**src/rtl/blps_pkg.sv**
```systemverilog
`default_nettype none

package blps_pkg;

  // Width of the elapsed-time counter.
  localparam int TIME_W = 16;
  // Configured times are 16 bits wide; compares run at the wider of the two.
  localparam int CFG_TIME_W = 16;
  localparam int CMP_W = (TIME_W > CFG_TIME_W) ? TIME_W : CFG_TIME_W;

  localparam int BLINKS_W   = 6;
  localparam int DEBOUNCE_W = 8;
  localparam int STABLE_W   = 8;
  localparam int PROGRESS_W = 8;
  localparam int CFG_IDX_W  = 3;
  localparam int CFG_DATA_W = 16;

  typedef enum logic [1:0] {
    MODE_ALTERNATE = 2'd0,
    MODE_SEQUENCE  = 2'd1,
    MODE_TOGETHER  = 2'd2,
    MODE_OFF       = 2'd3
  } mode_t;

  typedef enum logic [CFG_IDX_W-1:0] {
    REG_ON_ALT   = 3'd0,
    REG_OFF_ALT  = 3'd1,
    REG_ON_SEQ   = 3'd2,
    REG_OFF_SEQ  = 3'd3,
    REG_BLINKS   = 3'd4,
    REG_ON_TOG   = 3'd5,
    REG_OFF_TOG  = 3'd6,
    REG_DEBOUNCE = 3'd7
  } reg_idx_t;

  typedef struct packed {
    logic [CFG_TIME_W-1:0] on_time_alternate;
    logic [CFG_TIME_W-1:0] off_time_alternate;
    logic [CFG_TIME_W-1:0] on_time_sequence;
    logic [CFG_TIME_W-1:0] off_time_sequence;
    logic [BLINKS_W-1:0]   sequence_blinks;
    logic [CFG_TIME_W-1:0] on_time_together;
    logic [CFG_TIME_W-1:0] off_time_together;
    logic [DEBOUNCE_W-1:0] debounce_ticks;
  } cfg_t;

  typedef struct packed {
    logic red;
    logic blue;
  } leds_t;

endpackage

`default_nettype wire

```
**src/rtl/blps_debounce.sv**
```systemverilog
`default_nettype none

module blps_debounce (
  input  wire                                  clk,
  input  wire                                  rst_n,
  input  wire                                  step,
  input  wire                                  level,
  input  wire  [blps_pkg::DEBOUNCE_W-1:0]      debounce_ticks,
  output blps_pkg::mode_t                      mode_nxt
);

  logic                          last_r, last_nxt;
  logic [blps_pkg::STABLE_W-1:0] stable_r, stable_nxt;
  logic                          latched_r, latched_nxt;
  blps_pkg::mode_t               mode_r, mode_calc;

  always_comb begin
    last_nxt    = last_r;
    stable_nxt  = stable_r;
    latched_nxt = latched_r;
    mode_calc   = mode_r;
    if (level != last_r) begin
      last_nxt   = level;
      stable_nxt = '0;
    end else if (stable_r != {blps_pkg::STABLE_W{1'b1}}) begin
      stable_nxt = stable_r + 1'b1;
    end
    if (stable_nxt > blps_pkg::STABLE_W'(debounce_ticks)) begin
      if (!level) begin
        if (!latched_r) begin
          latched_nxt = 1'b1;
          mode_calc   = blps_pkg::mode_t'(mode_r + 2'd1);
        end
      end else begin
        latched_nxt = 1'b0;
      end
    end
  end

  assign mode_nxt = mode_calc;

  always_ff @(posedge clk) begin
    if (!rst_n) begin
      last_r    <= 1'b1;
      stable_r  <= '0;
      latched_r <= 1'b0;
      mode_r    <= blps_pkg::MODE_ALTERNATE;
    end else if (step) begin
      last_r    <= last_nxt;
      stable_r  <= stable_nxt;
      latched_r <= latched_nxt;
      mode_r    <= mode_calc;
    end
  end

  // The mode moves by at most one place per tick.
  a_mode_single_step: assert property (@(posedge clk) disable iff (!rst_n)
    step |-> (mode_calc == mode_r) || (mode_calc == blps_pkg::mode_t'(mode_r + 2'd1)))
    else $error("mode jumped by more than one");

endmodule

`default_nettype wire

```
**src/rtl/blps_pattern.sv**
```systemverilog
`default_nettype none

module blps_pattern (
  input  wire                 clk,
  input  wire                 rst_n,
  input  wire                 step,
  input  blps_pkg::mode_t     mode,
  input  blps_pkg::cfg_t      cfg,
  output blps_pkg::leds_t     leds_nxt
);

  logic [blps_pkg::TIME_W-1:0]     elapsed_r, elapsed_nxt, elapsed_inc;
  logic                            phase_r, phase_nxt;
  logic [blps_pkg::PROGRESS_W-1:0] progress_r, progress_nxt, progress_inc;
  logic [blps_pkg::PROGRESS_W-1:0] n2, n4;
  logic                            red_r, red_nxt, blue_r, blue_nxt;
  logic [blps_pkg::CFG_TIME_W-1:0] limit;
  logic                            due;

  assign elapsed_inc = (elapsed_r == {blps_pkg::TIME_W{1'b1}}) ? elapsed_r
                                                                : elapsed_r + 1'b1;
  assign n2 = {1'b0, cfg.sequence_blinks, 1'b0};
  assign n4 = {cfg.sequence_blinks, 2'b00};
  assign progress_inc = progress_r + 1'b1;

  always_comb begin
    unique case (mode)
      blps_pkg::MODE_ALTERNATE:
        limit = phase_r ? cfg.off_time_alternate : cfg.on_time_alternate;
      blps_pkg::MODE_SEQUENCE:
        limit = phase_r ? cfg.off_time_sequence : cfg.on_time_sequence;
      blps_pkg::MODE_TOGETHER:
        limit = phase_r ? cfg.off_time_together : cfg.on_time_together;
      default:
        limit = '0;
    endcase
  end

  assign due = blps_pkg::CMP_W'(elapsed_inc) >= blps_pkg::CMP_W'(limit);

  always_comb begin
    elapsed_nxt  = elapsed_inc;
    phase_nxt    = phase_r;
    progress_nxt = progress_r;
    red_nxt      = red_r;
    blue_nxt     = blue_r;
    unique case (mode)
      blps_pkg::MODE_ALTERNATE: begin
        if (due) begin
          elapsed_nxt = '0;
          red_nxt     = !phase_r;
          blue_nxt    = phase_r;
          phase_nxt   = !phase_r;
        end
      end
      blps_pkg::MODE_SEQUENCE: begin
        if (due) begin
          elapsed_nxt = '0;
          if (progress_r < n2) begin
            red_nxt = !phase_r;
          end else if (progress_r < n4) begin
            blue_nxt = !phase_r;
          end
          if (phase_r) begin
            phase_nxt    = 1'b0;
            progress_nxt = (progress_inc >= n4) ? '0 : progress_inc;
          end else begin
            phase_nxt = 1'b1;
          end
        end
      end
      blps_pkg::MODE_TOGETHER: begin
        if (due) begin
          elapsed_nxt = '0;
          red_nxt     = !phase_r;
          blue_nxt    = !phase_r;
          phase_nxt   = !phase_r;
        end
      end
      blps_pkg::MODE_OFF: begin
        // The elapsed time keeps running here and is not restarted.
        red_nxt      = 1'b0;
        blue_nxt     = 1'b0;
        phase_nxt    = 1'b0;
        progress_nxt = '0;
      end
    endcase
  end

  assign leds_nxt.red  = red_nxt;
  assign leds_nxt.blue = blue_nxt;

  always_ff @(posedge clk) begin
    if (!rst_n) begin
      elapsed_r  <= '0;
      phase_r    <= 1'b0;
      progress_r <= '0;
      red_r      <= 1'b0;
      blue_r     <= 1'b0;
    end else if (step) begin
      elapsed_r  <= elapsed_nxt;
      phase_r    <= phase_nxt;
      progress_r <= progress_nxt;
      red_r      <= red_nxt;
      blue_r     <= blue_nxt;
    end
  end

  a_off_clears: assert property (@(posedge clk) disable iff (!rst_n)
    (step && mode == blps_pkg::MODE_OFF) |=> (!phase_r && progress_r == '0 && !red_r && !blue_r))
    else $error("off mode did not clear pattern state");

endmodule

`default_nettype wire

```
**src/rtl/button_led_pattern_sequencer.sv**
```systemverilog
// A beat accepted on the input is held in the input register, then moves to the
// result register once that register is free or emptying, and leaves from there.
// Throughput: one beat per cycle while out_tready is high; the tick's whole update
// is a single pass of counters and compares between input and result registers.
// Reset: synchronous, active low; clears the pattern state and loads the
// default register values, and both channels come out of reset empty.
`default_nettype none

module button_led_pattern_sequencer (
  input  wire                                   clk,
  input  wire                                   rst_n,
  input  wire                                   in_tvalid,
  output logic                                  in_tready,
  input  wire  [7:0]                            in_tdata,   // [0] button_level
  output logic                                  out_tvalid,
  input  wire                                   out_tready,
  output logic [7:0]                            out_tdata,  // [0] red_on, [1] blue_on,
                                                            // [3:2] current_mode
  input  wire                                   cfg_we,
  input  wire  [blps_pkg::CFG_IDX_W-1:0]        cfg_index,
  input  wire  [blps_pkg::CFG_DATA_W-1:0]       cfg_data
);

  blps_pkg::cfg_t  cfg_r;
  logic            in_valid_r;
  logic            level_r;
  logic            out_valid_r;
  blps_pkg::leds_t out_leds_r;
  blps_pkg::mode_t out_mode_r;
  logic            step;
  blps_pkg::mode_t mode_nxt;
  blps_pkg::leds_t leds_nxt;

  // The input register moves on when the result register is free or emptying.
  assign step      = in_valid_r && (!out_valid_r || out_tready);
  assign in_tready = !in_valid_r || step;

  always_ff @(posedge clk) begin
    if (!rst_n) begin
      cfg_r.on_time_alternate  <= 16'd250;
      cfg_r.off_time_alternate <= 16'd250;
      cfg_r.on_time_sequence   <= 16'd150;
      cfg_r.off_time_sequence  <= 16'd150;
      cfg_r.sequence_blinks    <= 6'd3;
      cfg_r.on_time_together   <= 16'd100;
      cfg_r.off_time_together  <= 16'd100;
      cfg_r.debounce_ticks     <= 8'd20;
    end else if (cfg_we) begin
      unique case (blps_pkg::reg_idx_t'(cfg_index))
        blps_pkg::REG_ON_ALT:   cfg_r.on_time_alternate  <= cfg_data;
        blps_pkg::REG_OFF_ALT:  cfg_r.off_time_alternate <= cfg_data;
        blps_pkg::REG_ON_SEQ:   cfg_r.on_time_sequence   <= cfg_data;
        blps_pkg::REG_OFF_SEQ:  cfg_r.off_time_sequence  <= cfg_data;
        blps_pkg::REG_BLINKS:   cfg_r.sequence_blinks    <= cfg_data[blps_pkg::BLINKS_W-1:0];
        blps_pkg::REG_ON_TOG:   cfg_r.on_time_together   <= cfg_data;
        blps_pkg::REG_OFF_TOG:  cfg_r.off_time_together  <= cfg_data;
        blps_pkg::REG_DEBOUNCE: cfg_r.debounce_ticks     <= cfg_data[blps_pkg::DEBOUNCE_W-1:0];
      endcase
    end
  end

  always_ff @(posedge clk) begin
    if (!rst_n) begin
      in_valid_r <= 1'b0;
    end else if (in_tready) begin
      in_valid_r <= in_tvalid;
    end
  end

  always_ff @(posedge clk) begin
    if (in_tvalid && in_tready) begin
      level_r <= in_tdata[0];
    end
  end

  blps_debounce u_debounce (
    .clk            (clk),
    .rst_n          (rst_n),
    .step           (step),
    .level          (level_r),
    .debounce_ticks (cfg_r.debounce_ticks),
    .mode_nxt       (mode_nxt)
  );

  blps_pattern u_pattern (
    .clk      (clk),
    .rst_n    (rst_n),
    .step     (step),
    .mode     (mode_nxt),
    .cfg      (cfg_r),
    .leds_nxt (leds_nxt)
  );

  always_ff @(posedge clk) begin
    if (!rst_n) begin
      out_valid_r <= 1'b0;
    end else if (step) begin
      out_valid_r <= 1'b1;
    end else if (out_tready) begin
      out_valid_r <= 1'b0;
    end
  end

  always_ff @(posedge clk) begin
    if (step) begin
      out_leds_r <= leds_nxt;
      out_mode_r <= mode_nxt;
    end
  end

  assign out_tvalid = out_valid_r;
  assign out_tdata  = {4'b0000, out_mode_r, out_leds_r.blue, out_leds_r.red};

  a_step_fills_output: assert property (@(posedge clk) disable iff (!rst_n)
    step |=> out_valid_r)
    else $error("processed beat did not reach the result register");

  a_stall_only_when_full: assert property (@(posedge clk) disable iff (!rst_n)
    !in_tready |-> (in_valid_r && out_valid_r && !out_tready))
    else $error("input stalled without a full pipeline");

  a_off_dark: assert property (@(posedge clk) disable iff (!rst_n)
    (out_valid_r && out_mode_r == blps_pkg::MODE_OFF) |-> (!out_leds_r.red && !out_leds_r.blue))
    else $error("LEDs lit in off mode");

endmodule

`default_nettype wire
```
**config.mk**
```make
export PLATFORM = sky130hd
export DESIGN_NAME = button_led_pattern_sequencer
export DESIGN_NICKNAME = d
export VERILOG_FILES = /design/src/rtl/blps_pkg.sv /design/src/rtl/blps_debounce.sv /design/src/rtl/blps_pattern.sv /design/src/rtl/button_led_pattern_sequencer.sv
export SDC_FILE = /design/constraint.sdc
export NUM_CORES = 1
export LEC_CHECK = 0
export ABC_AREA = 1
export BUFFER_PORTS_ARGS = -buffer_cell sky130_fd_sc_hd__buf_4
export CELL_PAD_IN_SITES_DETAIL_PLACEMENT = 2
export CELL_PAD_IN_SITES_GLOBAL_PLACEMENT = 2
export CORE_ASPECT_RATIO = 0.8
export CORE_MARGIN = 3
export CORE_UTILIZATION = 38
export DETAILED_ROUTE_END_ITERATION = 8
export GPL_TIMING_DRIVEN = 0
export HOLD_SLACK_MARGIN = 0.12
export PLACE_DENSITY = 0.87
export SYNTH_ARGS = -nofsm -noshare
export SYNTH_HDL_FRONTEND = slang
export SYNTH_SLANG_ARGS = --single-unit
```
**constraint.sdc**
```tcl
create_clock -name clk -period 6.55 [get_ports clk]
set_input_delay 0 -clock clk [delete_from_list [all_inputs] [get_ports clk]]
set_output_delay 0 -clock clk [all_outputs]
set_load 0.05 [all_outputs]
```
[Word-level counts from Yosys, hierarchy flattened]
Cells that the tools add are included.
Word-level totals
  register bits: 156
  latch bits: 0
  memory bits (writable): 0
  bits in read-only memories: 0
  input port bits: 32
  output and inout bits: 10
  logic and storage cells: 106
  memories kept: 0
Operators by class
  $add $sub $neg: 4
  $mul: 0
  div/mod/pow operators: 0
  magnitude comparators: 5
  equal/unequal tests: 16
  shift-type cells: 0
  multiplexer cells: 33
  bitwise gates (word level): 0
  reduce and logical (&&, ||, !) cells: 25
Operator list (count)
  $mux 16: 6
  $pmux 16 s3: 1
  $mux 8: 5
  $reduce_and 2->1: 10
  $add 16x1->16 const B: 1
  $add 8x1->8 const B: 2
  $eq 16x16->1 const B: 1
  $ge 16x16->1: 1
  $pmux 8 s2: 1
  $mux 1: 14
  $eq 3x3->1 const B: 4
  $ge 8x8->1: 1
  $gt 8x8->1: 1
  $lt 8x7->1: 1
  $lt 8x8->1: 1
  $ne 8x8->1 const B: 1
  $eq 3x2->1 const B: 2
  $mux 2: 3
  $ne 2x1->1 const B: 3
  $pmux 1 s3: 2
  $eq 2x2->1 const B: 2
  $pmux 1 s4: 1
  $reduce_and 4->1: 1
  $reduce_bool 2->1: 2
  12 further kinds: 16

[Longest topological paths before layout]
  word-level depth: 10
  gate-level depth with buffers: 42
  depth with buffers taken out: 41

[Modules after synthesis]
Synthesis repeated with hierarchy kept, for this count alone.
Second synthesis, totals
  cells, all modules: 1293
  area total of the unflattened synthesis: 8697.1 um^2
Modules (own cells, without submodules)
  button_led_pattern_sequencer: instances 1, cells each 623, area each 4496.8 um^2, seq. area each 2392.3 um^2
  blps_pattern: instances 1, cells each 520, area each 3185.6 um^2, seq. area each 540.5 um^2
  blps_debounce: instances 1, cells each 150, area each 1014.7 um^2, seq. area each 240.2 um^2

[Least setup slack after synthesis]
No wires, ideal clock.
  kind: register to register
  start point: reg u_debounce.stable_r[0] (netlist name)
  end point: reg out_leds_r (netlist bit out_tdata[1]), data pin
  setup time: 267 ps
  data arrival time: 3956 ps
  required time: 6283 ps
  path slack: 2327 ps
  cell stages (with the launch flop): 34
  buffers on the path: 1
  period minus slack after synthesis: 4223 ps
  cell sequence: dfxtp_1 -> ha_1 -> nand4_1 -> nor2_1 -> nand2_2 -> inv_1 -> nor3_1 -> or3_1 -> inv_1 -> ha_1 -> nand2_1 -> inv_2 -> nand2_1 -> nand2_1 -> nand2_2 -> nand2_4 -> nand2_4 -> nand2_4 -> nand2_8 -> inv_2 -> nor2_4 -> inv_2 -> buf_6 -> a21oi_2 -> nor3_2 -> ha_1 -> a21oi_1 -> o21ai_0 -> nor2_1 -> nand2_4 -> nand2_2 -> nand2_1 -> nand2_1 -> nand3_1
Between the ends
  word-level cells in the longest chain between the ends: 10
  elaborated cells on any way between the ends: 16
  classes of those cells: 1 x add/sub; 2 x order compare; 4 x eq/ne; 8 x mux; 1 x reduce/logical
RTL lines
  start: declaration: line blps_debounce.sv:13  | logic [blps_pkg::STABLE_W-1:0] stable_r, stable_nxt;
  start signal: assignment: line blps_debounce.sv:50  | stable_r <= stable_nxt;
  $add 8x1->8 or $ne 8x8->1 (tied branches): line blps_debounce.sv:26, blps_debounce.sv:25
  $mux 8 (*): line blps_debounce.sv:25  | end else if (stable_r != {blps_pkg::STABLE_W{1'b1}}) begin
  $mux 8 (*): line blps_debounce.sv:22  | if (level != last_r) begin
  via u_debounce.stable_nxt (one bit): line blps_debounce.sv:13
  $gt 8x8->1 (*): line blps_debounce.sv:28  | if (stable_nxt > blps_pkg::STABLE_W'(debounce_ticks)) begin
  $mux 2 (*): line blps_debounce.sv:28
  via mode_nxt[0]: line button_led_pattern_sequencer.sv:31  | blps_pkg::mode_t mode_nxt;
  $eq 2x2->1 (tied with other cells): line blps_pattern.sv:27, blps_pattern.sv:47
  $pmux 16 s3: line blps_pattern.sv:27  | unique case (mode)
  $ge 16x16->1: line blps_pattern.sv:39  | assign due = blps_pkg::CMP_W'(elapsed_inc) >= blps_pkg::CMP_W'(limit);
  $mux 1 (on tied branches): line blps_pattern.sv:73, blps_pattern.sv:49, blps_pattern.sv:57
  $pmux 1 s4 (*): line blps_pattern.sv:47  | unique case (mode)
  via u_pattern.blue_nxt: line blps_pattern.sv:16  | logic red_r, red_nxt, blue_r, blue_nxt;
  end signal: assignment: line button_led_pattern_sequencer.sv:106  | out_leds_r <= leds_nxt;
  end: declaration: line button_led_pattern_sequencer.sv:28  | blps_pkg::leds_t out_leds_r;
Mark *: on every way through the listed nets, which the timed path passes. The rest lies on a longest branch.
A chain may end at the register's enable or synchronous reset.

[Worst setup path after layout]
  start point: reg u_debounce.stable_r[0] (netlist name)
  end point: reg u_pattern.red_r
Between the ends
  word-level cells in the longest chain between the ends: 10
  elaborated cells on any way between the ends: 16
  classes of those cells: 1 x add/sub; 2 x order compare; 4 x eq/ne; 7 x mux; 2 x reduce/logical
RTL lines
  $add 8x1->8 or $ne 8x8->1 (tied branches): line blps_debounce.sv:26, blps_debounce.sv:25
  $mux 8 (*): line blps_debounce.sv:25
  $mux 8 (*): line blps_debounce.sv:22
  via u_debounce.stable_nxt (one bit): line blps_debounce.sv:13
  $gt 8x8->1 (*): line blps_debounce.sv:28
  $mux 2 (*): line blps_debounce.sv:28
  $eq 2x2->1 (tied with other cells): line blps_pattern.sv:27, blps_pattern.sv:47
  $pmux 16 s3: line blps_pattern.sv:27
  $ge 16x16->1: line blps_pattern.sv:39
  $mux 1 (on tied branches): line blps_pattern.sv:49, blps_pattern.sv:73, blps_pattern.sv:57
  $pmux 1 s3 (*): line blps_pattern.sv:47
  via u_pattern.red_nxt: line blps_pattern.sv:16
  end signal: assignment: line blps_pattern.sv:104  | red_r <= red_nxt;
  end: declaration: line blps_pattern.sv:16
Marked as above.

==> impl_metrics.yaml <==
status:
  status: "complete, no violations"
floorplanning:
  start_util: 0.391
  dieArea_um2: 24200
  ioPinCount: 42
  fp.dieW_um: 173
  die_height_um: 140
  rows: 48
  fp.coreArea_um2: 21700
grt:
  grt_max_degree: 18
  overflow: 0
  antenna_found_initial: 0
  track_usage: 0.323
  grt_pass1_vias: 10000
  grt_pass1_wl_mm: 60.4
detailed_routing:
  drtAntennaViolNets: 0
  wl_per_cell_um: 24.3
  drt_wl_total_mm: 38.7
  via_per_inst: 5.69
  firstDrtPassIters: 5
  vias: 9063
  drtIter0Drc: 713
  drc: 0
final_layout:
  layout_common_cells: "nand2_1, nor2_1, dfxtp_1"
  area_delta_synth_final_pct: 15.9
  antennaDiodeCount: 0
  final_area_um2: 9840
  fill_cells: 2595
  drive_gt1_frac: 0.105
  final_common_cell: "nand2_1"
  fin_nets: 1357
synthesis:
  avgSynthCellArea_um2: 6.99
  synth_largest_area_cell: "dfxtp_1"
  netlist.area_leader.share: 0.356
  synth.distinct_cells: 46
  synthCells: 1214
  yosys-top-cells-area: "dfxtp_1, nand2_1, nor2_1"
  synthFlopType: "dfxtp_1"
  synth-edff-count: 5
  synth_seq_cells: 156
  yosysWarnings: 0
  yosysSeqAreaShare: 0.374
  syn_area_um2: 8490
  async_flop_share: 0
clock_network:
  numCtsBuffers: 17
  cts_setup_buffers: 0
  clock-sinks: 156
  cts_tree: "built"
  clkLatencyLatePin_ps: 450
  clkTransAtPathRegs_ps: 70
  clockBufferDepth: 2
  ctsHtreeMaxLevel: 4
  cts_root_buf: "clkbuf_16"
worst_setup_path:
  worstPathMaxFanout: 7
  r2r_start: "u_debounce.stable_r[0]"
  crit_path_start_kind: "flop"
  cp_common_cell: "nand2_1"
  reg2reg_slack_ps: 470
  max_stage_delay_ps: 480
  cp.arrival_ps: 6400
  reg2regPathDepth: 35
  rr_endpoint: "u_pattern.red_r"
  required_ps: 6870
  worstSetupPathType: "flop to flop"
  critPathSlowestCell: "nor3_1"
  worst_setup_path_end_kind: "flop"
  path_delay_family: "simple AND/OR/NAND/NOR gates"
  worst-path-buf-inv: 6
power_and_ir_drop:
  power_mw: 2.42
  cellPowerDensity_nw_per_um2: 246
  ir_worst_vdd_v: 0.000159
  power.leakage_nw: 4.34
worst_hold_path:
  holdPathStages: 3
  hp-class: "input pin to flop"
  holdCritStartpoint: "cfg_data[3]"
  hold_end: "cfg_r[49]"
placement:
  dp_hpwl_mm: 24.6
  gp_congestion: 0.851
  post_dp_cell_area_um2: 9060
  portBuffers: 24
sta:
  fin_crit_sh: 0.928
  setup_tns_ps: 0
  min_period_ps: 6080
  skew_ps: 10.6
  grt_setup_unrepaired: "false"
  maxSlewViolCount: 0
  hold_violations: 0
  tightest_slew_ps: 902
  finalSetupViolCount: 0
  fmax_ghz: 0.164
  max_slew_margin: 0.399
run:
  drv_cap: 0
==> worst max-delay path by stage <==
stage	slack, ps	depth (start not counted)	from	to
after detailed placement	960	37	u_debounce.stable_r[0]	u_pattern.progress_r[0]
after CTS	700	36	u_debounce.stable_r[0]	u_pattern.red_r
after floorplan	2330	33	u_debounce.stable_r[0]	out_tdata[1]
after global placement	1220	37	u_debounce.stable_r[0]	u_pattern.progress_r[0]
final	470	35	u_debounce.stable_r[0]	u_pattern.red_r
after global routing	200	34	u_debounce.stable_r[0]	u_pattern.red_r
==> state kept, by name (all words and copies together), names as in the netlist, 2 cells and up <==
| register | flops |
|---|---|
| cfg_r | 110 |
| out_mode_r | 2 |
| out_tdata | 2 |
| u_debounce.mode_r | 2 |
| u_debounce.stable_r | 8 |
| u_pattern.elapsed_r | 16 |
| u_pattern.progress_r | 8 |
==> worst reg2reg max path: cells and delay by family (launching register included) <==
family	cells	cell delay, ps
flops	1	410
compound gates	5	780
buf+inv	6	670
simple gates	21	3230
fa+ha+maj	3	860
==> area by class of cell <==
type	count	area, um^2	area share
tap	300	375	0.0381
sequential	156	3170	0.322
clock buffer	17	425	0.0432
timing repair buffer	45	390	0.0397
buffer	61	289	0.0294
multi-input combinational	905	4680	0.475
inverter	95	364	0.0370
clock inverter	15	149	0.0151
==> synthesized netlist by cell type, drive strengths merged, types with 2 or more instances <==
master and n:
nand2 280, nor2 209, dfxtp 151, a21oi 115, o21ai 105, inv 94, nand3 69, clkbuf 48
ha 44, nor3 25, nand4 14, buf 13, xor2 9, or2 8, xnor2 7, edfxtp 5
o211ai 5, a211oi 2, nand3b 2
==> power breakdown <==
group	internal (mW)	total [mW]	switching [mW]	leakage, nW
clock network	0.508	1.02	0.509	0.277
registers	0.987	1.01	0.0252	1.28
logic	0.112	0.387	0.275	2.79
==> stage by stage <==
stage / hold WS, ps / worst slack (ps) / cells / util
floorplan: 98.9 / 2330 / 1217 / -
global placement: 179 / 1220 / 1541 / 0.417
detailed placement: 191 / 957 / 1541 / 0.417
CTS: 146 / 701 / 1594 / 0.453
global route: 191 / 200 / 1594 / 0.453
finish: 179 / 470 / 1594 / 0.453
==> cell families (layout without fill, tap and decap cells) <==
group,Yosys count,after routing,share of synthesized area
and+or+nand+nor,608,608,0.321
AOI/OAI and AO/OA,233,233,0.146
xor gates and xnor gates,16,16,0.0165
adders and majority gates,44,44,0.0648
DFF,156,156,0.374
buffers and inverters,156,233,0.0769
other,1,4,0.000442
==> layer usage <==
metal	global-route usage	up-vias	part of all wire
met2	0.558	310	0.48
met5	0	-	0
met3	0.0578	95	0.058
met1	0.401	4580	0.42
met4	0.124	0	0.035
li1	-	4078	-
==> repair_timing <==
action | CTS | global route
gates resized for setup | 0 | 0
hold endpoints to repair | 79 | 0
hold buffers | 21 | 0
(Power assumes the default switching activity.)
